### config.mk
export PLATFORM = sky130hd
export DESIGN_NAME = fog_parameter_crossfade_unit
export DESIGN_NICKNAME = d
export VERILOG_FILES = /design/src/sv/fpc_pkg.sv /design/src/sv/fog_parameter_crossfade_unit.sv
export SDC_FILE = /design/constraint.sdc
export NUM_CORES = 2
export LEC_CHECK = 0
export ABC_AREA = 1
export BUFFER_PORTS_ARGS = -buffer_cell sky130_fd_sc_hd__buf_2
export CORE_MARGIN = 3
export CORE_UTILIZATION = 53
export CTS_CLUSTER_SIZE = 12
export DETAILED_ROUTE_END_ITERATION = 8
export PLACE_DENSITY = 0.7
export SLEW_MARGIN = 20
export SYNTH_ARGS = -nofsm -noshare
export SYNTH_HDL_FRONTEND = slang
export SYNTH_SLANG_ARGS = --single-unit
export TNS_END_PERCENT = 1
### constraint.sdc
create_clock -name clk -period 14.05 [get_ports clk]
set_input_delay 0.7025 -clock clk [delete_from_list [all_inputs] [get_ports clk]]
set_output_delay 0.7025 -clock clk [all_outputs]
set_load 0.01 [all_outputs]
### src/sv/fpc_pkg.sv
// Shared widths, reset constants and the 8-bit color reduction.
// No dependencies.
`timescale 1ns / 1ps

package fpc_pkg;

  localparam int DENS_W    = 24;
  localparam int COL_W     = 16;
  localparam int COL8_W    = 8;
  localparam int TICK_W    = 16;
  localparam int NOW_W     = 32;

  localparam logic [DENS_W-1:0] DENS_MAX = {DENS_W{1'b1}};
  localparam logic [COL_W-1:0]  COL_MAX  = {COL_W{1'b1}};
  // 0.3 of full scale in Q0.16
  localparam logic [COL_W-1:0]  COL_TGT_RST = 16'd19661;

  typedef enum logic [1:0] {
    CH_DENS  = 2'd0,
    CH_RED   = 2'd1,
    CH_GREEN = 2'd2,
    CH_BLUE  = 2'd3
  } fpc_ch_t;

  // Q0.16 color to 0..255, round half up: (c*255 + 2^15) >> 16
  function automatic logic [COL8_W-1:0] to8(input logic [COL_W-1:0] c);
    logic [24:0] s;
    s = {1'b0, c, 8'h00} - {9'h000, c} + 25'd32768;
    return s[23:16];
  endfunction

endpackage

### src/sv/fog_parameter_crossfade_unit.sv
// Fog parameter crossfade: linear fade of density and RGB toward a target.
// One item at a time, taken in idle once the last result has left HOLD. Sampling and
// immediate loads run one pass; a fade load blends the start values, then runs a second
// pass; a pass with no fade running skips the one-bit-per-cycle divider. A single
// multiplier is shared over four channels. A finished result waits in the output register
// while the next item is taken. Sync active-low reset restores the fog defaults.
`timescale 1ns / 1ps

module fog_parameter_crossfade_unit
  import fpc_pkg::*;
#(
  parameter int FRAC_BITS = 16,
  parameter int TIME_BITS = 32
) (
  input  logic                clk,
  input  logic                rst_n,
  // input items
  input  logic                in_valid,
  output logic                in_ready,
  input  logic                in_cmd,
  input  logic [NOW_W-1:0]    in_now,
  input  logic [DENS_W-1:0]   in_new_density,
  input  logic [COL_W-1:0]    in_new_red,
  input  logic [COL_W-1:0]    in_new_green,
  input  logic [COL_W-1:0]    in_new_blue,
  input  logic [TICK_W-1:0]   in_fade_ticks,
  // result items
  output logic                out_valid,
  input  logic                out_ready,
  output logic [DENS_W-1:0]   out_density_out,
  output logic [COL8_W-1:0]   out_red_out,
  output logic [COL8_W-1:0]   out_green_out,
  output logic [COL8_W-1:0]   out_blue_out
);

  // Blend factor f: FRAC_BITS fraction bits, range 0..1 inclusive.
  localparam int QW = FRAC_BITS + 1;
  localparam int PW = QW + DENS_W;          // product width
  localparam int AW = PW + 1;               // f*s + (1-f)*t + half
  localparam int VW = AW - FRAC_BITS;       // mixed value before saturation
  localparam int TW = TIME_BITS;
  localparam int EW = TIME_BITS + 1;        // fade end carries one extra bit
  localparam int CW = $clog2(FRAC_BITS + 1);
  localparam int RW = TICK_W + 1;           // divider partial remainder

  localparam logic [QW-1:0] ONE_F  = QW'(1) << FRAC_BITS;
  localparam logic [AW-1:0] HALF_F = AW'(1) << (FRAC_BITS - 1);

  // Sequencer: SETUP works out whether a fade runs, DIV makes f one bit per cycle,
  // then MUL_S / MUL_T / MIX run once per channel through the shared multiplier.
  typedef enum logic [6:0] {
    ST_IDLE  = 7'b0000001,
    ST_SETUP = 7'b0000010,
    ST_DIV   = 7'b0000100,
    ST_MUL_S = 7'b0001000,
    ST_MUL_T = 7'b0010000,
    ST_MIX   = 7'b0100000,
    ST_HOLD  = 7'b1000000
  } fpc_state_t;

  fpc_state_t state_r, state_nxt;

  // fade state
  logic [DENS_W-1:0] tgt_dens_r, start_dens_r;
  logic [COL_W-1:0]  tgt_red_r, tgt_green_r, tgt_blue_r;
  logic [COL_W-1:0]  start_red_r, start_green_r, start_blue_r;
  logic [TICK_W-1:0] fade_len_r;
  logic [EW-1:0]     fade_end_r;

  // item being worked on
  logic              upd_r;        // fading load: start values first take the blend
  logic [TW-1:0]     t_r;
  logic [DENS_W-1:0] nd_r;
  logic [COL_W-1:0]  nr_r, ng_r, nb_r;
  logic [TICK_W-1:0] ticks_r;

  // datapath
  logic [RW-1:0]     div_rem_r;
  logic [CW-1:0]     div_cnt_r;
  logic [QW-1:0]     f_r;
  fpc_ch_t           ch_r;
  logic [PW-1:0]     prod_r;
  logic [AW-1:0]     acc_r;

  // finished result, then the output register
  logic [DENS_W-1:0] res_dens_r;
  logic [COL8_W-1:0] res_red_r, res_green_r, res_blue_r;
  logic              out_valid_r;
  logic [DENS_W-1:0] out_dens_r;
  logic [COL8_W-1:0] out_red_r, out_green_r, out_blue_r;

  logic              in_acc;
  logic              out_load;
  logic              fade_active;
  logic [EW-1:0]     rem_full;
  logic [TICK_W-1:0] rem_clip;
  logic [RW-1:0]     div_trial;
  logic              div_ge;
  logic              div_last;
  logic [QW-1:0]     mul_a;
  logic [DENS_W-1:0] mul_b;
  logic [PW-1:0]     mul_p;
  logic [DENS_W-1:0] sel_start, sel_tgt;
  logic [AW-1:0]     mix_sum;
  logic [VW-1:0]     mix_v;
  logic [DENS_W-1:0] mix_dens;
  logic [COL_W-1:0]  mix_col;
  logic              last_ch;

  assign in_ready = (state_r == ST_IDLE);
  assign in_acc   = in_valid && in_ready;
  assign out_load = (state_r == ST_HOLD) && (!out_valid_r || out_ready);

  // A fade runs only while fade_end lies ahead and the length is nonzero.
  // Remaining time is clamped to the length so a backward clock shows the start values.
  assign fade_active = (fade_len_r != '0) && (fade_end_r > EW'(t_r));
  assign rem_full    = fade_end_r - EW'(t_r);
  assign rem_clip    = (rem_full > EW'(fade_len_r)) ? fade_len_r : rem_full[TICK_W-1:0];

  // Restoring divide of rem << FRAC_BITS by the fade length; the first step weighs 1.0.
  assign div_trial = (div_cnt_r == '0) ? div_rem_r : {div_rem_r[RW-2:0], 1'b0};
  assign div_ge    = (div_trial >= RW'(fade_len_r));
  assign div_last  = (div_cnt_r == CW'(FRAC_BITS));

  always_comb begin
    case (ch_r)
      CH_DENS: begin
        sel_start = start_dens_r;
        sel_tgt   = tgt_dens_r;
      end
      CH_RED: begin
        sel_start = DENS_W'(start_red_r);
        sel_tgt   = DENS_W'(tgt_red_r);
      end
      CH_GREEN: begin
        sel_start = DENS_W'(start_green_r);
        sel_tgt   = DENS_W'(tgt_green_r);
      end
      default: begin
        sel_start = DENS_W'(start_blue_r);
        sel_tgt   = DENS_W'(tgt_blue_r);
      end
    endcase
  end

  // the one shared multiplier: f*start, then (1-f)*target
  assign mul_a = (state_r == ST_MUL_S) ? f_r : (ONE_F - f_r);
  assign mul_b = (state_r == ST_MUL_S) ? sel_start : sel_tgt;
  assign mul_p = PW'(mul_a) * PW'(mul_b);

  assign mix_sum  = acc_r + AW'(prod_r);
  assign mix_v    = VW'(mix_sum >> FRAC_BITS);
  assign mix_dens = (mix_v > VW'(DENS_MAX)) ? DENS_MAX : mix_v[DENS_W-1:0];
  assign mix_col  = (mix_v > VW'(COL_MAX)) ? COL_MAX : mix_v[COL_W-1:0];
  assign last_ch  = (ch_r == CH_BLUE);

  always_comb begin
    state_nxt = state_r;
    unique case (state_r)
      ST_IDLE:  if (in_acc) state_nxt = ST_SETUP;
      ST_SETUP: state_nxt = fade_active ? ST_DIV : ST_MUL_S;
      ST_DIV:   if (div_last) state_nxt = ST_MUL_S;
      ST_MUL_S: state_nxt = ST_MUL_T;
      ST_MUL_T: state_nxt = ST_MIX;
      ST_MIX: begin
        if (!last_ch) begin
          state_nxt = ST_MUL_S;
        end else if (upd_r) begin
          state_nxt = ST_SETUP;
        end else begin
          state_nxt = ST_HOLD;
        end
      end
      ST_HOLD:  if (out_load) state_nxt = ST_IDLE;
      default:  state_nxt = ST_IDLE;
    endcase
  end

  // control and fade state
  always_ff @(posedge clk) begin
    if (!rst_n) begin
      state_r       <= ST_IDLE;
      out_valid_r   <= 1'b0;
      upd_r         <= 1'b0;
      tgt_dens_r    <= '0;
      tgt_red_r     <= COL_TGT_RST;
      tgt_green_r   <= COL_TGT_RST;
      tgt_blue_r    <= COL_TGT_RST;
      start_dens_r  <= '0;
      start_red_r   <= '0;
      start_green_r <= '0;
      start_blue_r  <= '0;
      fade_len_r    <= '0;
      fade_end_r    <= '0;
    end else begin
      state_r <= state_nxt;

      if (out_load) begin
        out_valid_r <= 1'b1;
      end else if (out_ready) begin
        out_valid_r <= 1'b0;
      end

      if (in_acc) begin
        upd_r <= in_cmd && (in_fade_ticks != '0);
        // immediate change: start values stay, target shows at once
        if (in_cmd && (in_fade_ticks == '0)) begin
          tgt_dens_r  <= in_new_density;
          tgt_red_r   <= in_new_red;
          tgt_green_r <= in_new_green;
          tgt_blue_r  <= in_new_blue;
          fade_len_r  <= '0;
          fade_end_r  <= EW'(TW'(in_now));
        end
      end

      if (state_r == ST_MIX && upd_r) begin
        unique case (ch_r)
          CH_DENS:  start_dens_r  <= mix_dens;
          CH_RED:   start_red_r   <= mix_col;
          CH_GREEN: start_green_r <= mix_col;
          CH_BLUE:  start_blue_r  <= mix_col;
          default:  ;
        endcase
        if (last_ch) begin
          upd_r       <= 1'b0;
          tgt_dens_r  <= nd_r;
          tgt_red_r   <= nr_r;
          tgt_green_r <= ng_r;
          tgt_blue_r  <= nb_r;
          fade_len_r  <= ticks_r;
          fade_end_r  <= EW'(t_r) + EW'(ticks_r);
        end
      end
    end
  end

  // payload and arithmetic
  always_ff @(posedge clk) begin
    if (in_acc) begin
      t_r     <= TW'(in_now);
      nd_r    <= in_new_density;
      nr_r    <= in_new_red;
      ng_r    <= in_new_green;
      nb_r    <= in_new_blue;
      ticks_r <= in_fade_ticks;
    end

    case (state_r)
      ST_SETUP: begin
        div_rem_r <= RW'(rem_clip);
        div_cnt_r <= '0;
        f_r       <= '0;
        ch_r      <= CH_DENS;
      end
      ST_DIV: begin
        div_rem_r <= div_ge ? (div_trial - RW'(fade_len_r)) : div_trial;
        div_cnt_r <= div_cnt_r + CW'(1);
        f_r       <= {f_r[QW-2:0], div_ge};
      end
      ST_MUL_S: prod_r <= mul_p;
      ST_MUL_T: begin
        acc_r  <= HALF_F + AW'(prod_r);
        prod_r <= mul_p;
      end
      ST_MIX: begin
        if (!upd_r) begin
          case (ch_r)
            CH_DENS:  res_dens_r  <= mix_dens;
            CH_RED:   res_red_r   <= to8(mix_col);
            CH_GREEN: res_green_r <= to8(mix_col);
            default:  res_blue_r  <= to8(mix_col);
          endcase
        end
        if (!last_ch) begin
          ch_r <= fpc_ch_t'(ch_r + 2'd1);
        end
      end
      default: ;
    endcase

    if (out_load) begin
      out_dens_r  <= res_dens_r;
      out_red_r   <= res_red_r;
      out_green_r <= res_green_r;
      out_blue_r  <= res_blue_r;
    end
  end

  assign out_valid       = out_valid_r;
  assign out_density_out = out_dens_r;
  assign out_red_out     = out_red_r;
  assign out_green_out   = out_green_r;
  assign out_blue_out    = out_blue_r;

endmodule

== Yosys cells after proc, flatten, opt, wreduce, memory -nomap -nowiden ==
Index checks and enable logic that the tools add are counted.

* Bits in registers: 542
* Word-level logic and storage cells: 144
* Bits of input ports: 125
* Output and inout port bits: 50

* Multipliers: 1
* Mux-type cells: 50
* Bitwise gates (word level): 2
* Add/subtract/negate cells: 10
* Equal/unequal tests: 15
* Reductions and logical operators: 28
* Order comparisons: 5

{| class="wikitable"
|+ Operators by type and width
! kind !! count
|-
| 2-to-1 mux 16 bit || 18
|-
| 2-to-1 mux 24 bit || 6
|-
| one-hot mux 24 bit (3 select lines) || 2
|-
| 2-to-1 mux 33 bit || 4
|-
| one-hot mux 17 bit (2 select lines) || 2
|-
| 2-to-1 mux 17 bit || 3
|-
| one-hot mux 7 bit (7 select lines) || 1
|-
| adder 16 x 41 -> 42 bit, first input constant || 1
|-
| adder 42 x 41 -> 42 bit || 1
|-
| multiplier 17 x 24 -> 41 bit || 1
|-
| 2-to-1 mux 7 bit || 5
|-
| adder 32 x 16 -> 33 bit || 1
|-
| greater-than comparator 33 x 16 -> 1 bit || 1
|-
| greater-than comparator 33 x 32 -> 1 bit || 1
|-
| subtractor 33 x 32 -> 33 bit || 1
|-
| nonzero test 16 bit || 2
|-
| greater-than comparator 26 x 16 -> 1 bit, second input constant || 1
|-
| greater-than comparator 26 x 24 -> 1 bit, second input constant || 1
|-
| adder 24 x 16 -> 24 bit, second input constant || 1
|-
| subtractor 24 x 16 -> 24 bit || 1
|-
| greater-or-equal comparator 17 x 16 -> 1 bit || 1
|-
| subtractor 17 x 16 -> 17 bit || 1
|-
| subtractor 17 bit, first input constant || 1
|-
| zero test 16 bit || 1
|-
| other kinds (30) || 53
|}

== Longest topological paths before layout ==
* Depth in word-level cells: 6
* Mapped depth: 39
* Depth with buffers taken out: 37

== Worst setup path before layout ==
OpenSTA, ideal clock, no wires.

* Path kind: reg2reg
* Start point: reg f_r[0]
* End point: reg prod_r[40], data pin
* Setup time: 265 ps
* Buffers on the path: 1
* Stages on the path, launching flop included: 31
* Data arrival time: 7,045 ps
* Data required time: 13,785 ps
* Slack: 6,740 ps
* Period minus slack after synthesis: 7,310 ps
* Cell sequence: edfxtp_1 > inv_1 > ha_1 > inv_1 > nor3_1 > nand2_1 > nor3_1 > inv_1 > nor3_1 > xor2_1 > nand2_1 > nand2_1 > clkbuf_1 > nor2_1 > fa_1 > fa_1 > fa_1 > fa_1 > fa_1 > inv_1 > fa_1 > inv_1 > ha_1 > nand2_1 > nor2_1 > nand2_1 > o311ai_0 > a21o_1 > a21oi_1 > o21ai_0 > xor2_1

* Word-level cells in the longest chain between the ends: 3

{| class="wikitable"
|+ Ends and longest elaborated chain
! item !! RTL line !! text
|-
| start: declaration || fog_parameter_crossfade_unit.sv:80 || <nowiki>logic [QW-1:0] f_r;</nowiki>
|-
| start signal: assignment || fog_parameter_crossfade_unit.sv:259 || <nowiki>f_r <= {f_r[QW-2:0], div_ge};</nowiki>
|-
| subtractor 17 bit || fog_parameter_crossfade_unit.sv:147 || <nowiki>assign mul_a = (state_r == ST_MUL_S) ? f_r : (ONE_F - f_r);</nowiki>
|-
| 2-to-1 mux 17 bit (*) || fog_parameter_crossfade_unit.sv:147 ||
|-
| multiplier 17 x 24 -> 41 bit (*) || fog_parameter_crossfade_unit.sv:149 || <nowiki>assign mul_p = PW'(mul_a) * PW'(mul_b);</nowiki>
|-
| net mul_p[40] || fog_parameter_crossfade_unit.sv:102 || <nowiki>logic [PW-1:0] mul_p;</nowiki>
|-
| end signal: assignment || fog_parameter_crossfade_unit.sv:261 || <nowiki>ST_MUL_S: prod_r <= mul_p;</nowiki>
|-
| end signal: assignment || fog_parameter_crossfade_unit.sv:264 || <nowiki>prod_r <= mul_p;</nowiki>
|-
| end: declaration || fog_parameter_crossfade_unit.sv:82 || <nowiki>logic [PW-1:0] prod_r;</nowiki>
|}

Mark *: on every way through the listed nets, which the timed path passes. The rest lies on a longest branch.
A chain may end at the register's enable or synchronous reset.

== Worst setup path after layout ==
* Start point: reg ch_r[0]
* End point: reg prod_r[40], data pin

* Word-level cells in the longest chain between the ends: 4
* Elaborated cells on any way between the ends: 7
* Those cells by class: 1 x mul; 2 x eq/ne; 3 x mux; 1 x reduce/logical

{| class="wikitable"
|+ Ends and longest elaborated chain
! item !! RTL line !! text
|-
| start: declaration || fog_parameter_crossfade_unit.sv:81 || <nowiki>fpc_ch_t ch_r;</nowiki>
|-
| start signal: assignment || fog_parameter_crossfade_unit.sv:276 || <nowiki>ch_r <= fpc_ch_t'(ch_r + 2'd1);</nowiki>
|-
| == test 2 bit (tied with other cells) || fog_parameter_crossfade_unit.sv:126 || <nowiki>case (ch_r)</nowiki>
|-
| one-hot mux 24 bit (3 select lines) || fog_parameter_crossfade_unit.sv:126 ||
|-
| 2-to-1 mux 24 bit (*) || fog_parameter_crossfade_unit.sv:148 || <nowiki>assign mul_b = (state_r == ST_MUL_S) ? sel_start : sel_tgt;</nowiki>
|-
| multiplier 17 x 24 -> 41 bit (*) || fog_parameter_crossfade_unit.sv:149 ||
|-
| net mul_p[40] || fog_parameter_crossfade_unit.sv:102 ||
|}

Marks and branches as above.

==> impl_metrics.yaml <==
clock_network:
  clock_latency_ps: 630
  clkTransAtPathRegs_ps: 60
  root_buffer: "clkbuf_16"
  cts_tree: "done"
  clockBufferDepth: 3
  holdBufCountCts: 0
  htree_levels: 2
  cts_sinks: 542
  cts_inserted_buffers: 61
  postCtsSetupBuffers: 0
  cts_resized: 0
synth:
  ys_seq_area_share_pct: 33.4
  synth_compound_area_share_pct: 10.7
  yosys.area_share.adder_pct: 23.3
  yosys.area_share.simple_pct: 19.5
  synth_seq_cells: 542
  synthMuxAreaShare_pct: 0.422
  synthesis.nets: 5959
  synth_top_family_by_area: "adder cells"
  avgSynthCellArea_sq_um: 8.15
  synth_top_flop_cell: "edfxtp_1"
  yosysTopAreaCellShare_pct: 23.9
  synthesis.area_sq_um: 42700
  synth_area_leaders: "edfxtp_1 24%, fa_1 16%, nand2_1 11%, dfxtp_1 9.5%, inv_1 8.1%"
  synth_edf_count: 340
  ys_warn_count: 0
  yosys.cell_types.count: 63
  netlist_instances: 5237
  yosys.area.top_type: "edfxtp_1"
  async_flop_share_pct: 0
  yosys.area_share.xor_xnor_pct: 2.64
placed_design:
  dp.cells: 6339
  gp_congestion: 0.997
  place_area_sq_um: 44500
  pre_cts_ws_ps: 5090
  place_hpwl_microns: 97100
  io_buffer_count: 174
sta:
  setup_violations: 0
  slew_headroom_pct: 25.7
  tns_ps: 0
  rsz0062_at_grt: "no"
  hold_ws_ps: 257
  finalWorstSetupSlack_ps: 4930
  fmax_mhz: 110
  slew_violations: 0
  finalCriticalPeriod_ps: 9120
  worstMarginPinSlew_ps: 1110
  finalCritPeriodShare_pct: 64.9
  skew_ps: 19.6
  final-hold-violation-count: 0
detailed_routing:
  dr.pass1.iters: 6
  wl_microns: 124000
  viasPerCell: 5.51
  drc: 0
  wl_per_cell_microns: 19.2
  ant_nets: 0
  num_vias: 35600
  drt_iter0_markers: 3495
worst_setup_path:
  cp-start-kind: "flop"
  cp_max_fo: 23
  worst_setup_path_end_kind: "flop"
  crit_slowest_cell: "fa_1"
  critical_path_class: "flop to flop"
  reg2reg_depth: 27
  slowest_delay_ps: 600
  required_ps: 14420
  critPathArrivalTime_ps: 9490
grt:
  grt_max_degree: 83
  grt_pass1_vias: 35000
  grt_overflow: 0
  antenna_found_initial: 8
  grt_first_pass_wirelength_microns: 195000
  grt_util_all_layers_pct: 30.0
finish:
  fin_nets: 6075
  final_cell_mix: "1,238 x nand2_1, 922 x inv_1, 447 x nor2_1"
  fin_area_sq_um: 46700
  stdcell_count: 6460
  mostFrequentLayoutCell: "nand2_1"
  drive_gt1_share_pct: 7.68
  post-route-util_pct: 58.9
  area_delta_synth_final_pct: 9.52
power_and_ir_drop:
  fin_total_pwr_mw: 6.57
  p_leak_nw: 22.2
  irDropWorstVdd_mv: 0.294
  power_density_nw_per_um2: 141
floorplanning:
  core_sq_um: 79400
  io_pins: 175
  fp.dieArea_sq_um: 84000
  die-width_microns: 290
  num_rows: 103
  die_h_microns: 290
  start_util_pct: 53.8
job:
  maxCapViolations: 0
run_status:
  status: "completed"
min_path:
  min_path_cells: 1
  min_path_type: "input pin to flop"
registers in the layout, indices dropped and copies added, names as in the netlist, 17 cells and up:
name and cells:
fade_end_r 33, res_dens_r 24, nd_r 24, f_r 17, start_dens_r 24, div_rem_r 17, t_r 32, out_density_out 24
prod_r 41, acc_r 42, tgt_dens_r 24
worst max-delay path, delay by kind of cell (launching register included):
kind	cells	cell delay [ps]
compound gates	7	1900
xor+xnor	1	90
fa+ha+maj	8	4150
buf+inv	6	1380
flops	1	430
simple gates	5	870
logic make-up (layout without fill, tap and decap cells):
group	after synthesis	count (layout)
AOI/OAI and AO/OA	834	834
xor gates and xnor gates	128	128
adders and majority gates	597	597
DFF	542	542
other	0	4
buffers and inverters	1119	1288
and+or+nand+nor	1999	1999
muxes	18	18
path summary, 6_finish.rpt:
| kind | slack (ps) | end | startpoint |
|---|---|---|---|
| worst min-delay path | 260 | nd_r[1]$_DFFE_PP_ | in_new_density[1] |
| worst min register to register | 420 | out_red_out[7]$_DFFE_PP_ | res_red_r[7]$_DFFE_PP_ |
| worst max-delay path | 4930 | prod_r[40]$_DFFE_PP_ | ch_r[0]$_SDFFCE_PN0P_ |
| worst max register to register | 4930 | prod_r[40]$_DFFE_PP_ | ch_r[0]$_SDFFCE_PN0P_ |
synth_stat cells (all sizes together), types with 22 or more instances:
cell,count
fa,332
o211ai,30
nand4,56
inv,947
a21oi,384
nand3,146
edfxtp,340
nand2,1247
buf,38
nor3,33
o21ai,305
xnor2,38
ha,265
dfxtp,202
xor2,90
clkbuf,122
nor2,472
nor4,22
cell type report:
| class | instances | area (sq um) |
|---|---|---|
| sequential | 542 | 14300 |
| clock buffer | 91 | 1810 |
| tap | 1050 | 1310 |
| clock inverter | 25 | 363 |
| multi-input combinational | 3576 | 24200 |
| antenna | 4 | 10.0 |
| inverter | 959 | 3600 |
| timing repair buffer | 213 | 1180 |
| fill | 7259 | 32700 |
layer usage:
layer	track usage, %	routed length (microns)
met5	0	21
met3	6.05	10600
met4	12.8	5870
met2	45.6	53600
met1	41.8	54000
power breakdown:
| part | switching, mW | total [mW] | internal (mW) |
|---|---|---|---|
| registers | 0.0283 | 1.91 | 1.88 |
| logic | 1.88 | 2.96 | 1.07 |
| clock network | 0.662 | 1.70 | 1.04 |
| total | 2.57 | 6.57 | 4.00 |
(Power assumes the default switching activity.)
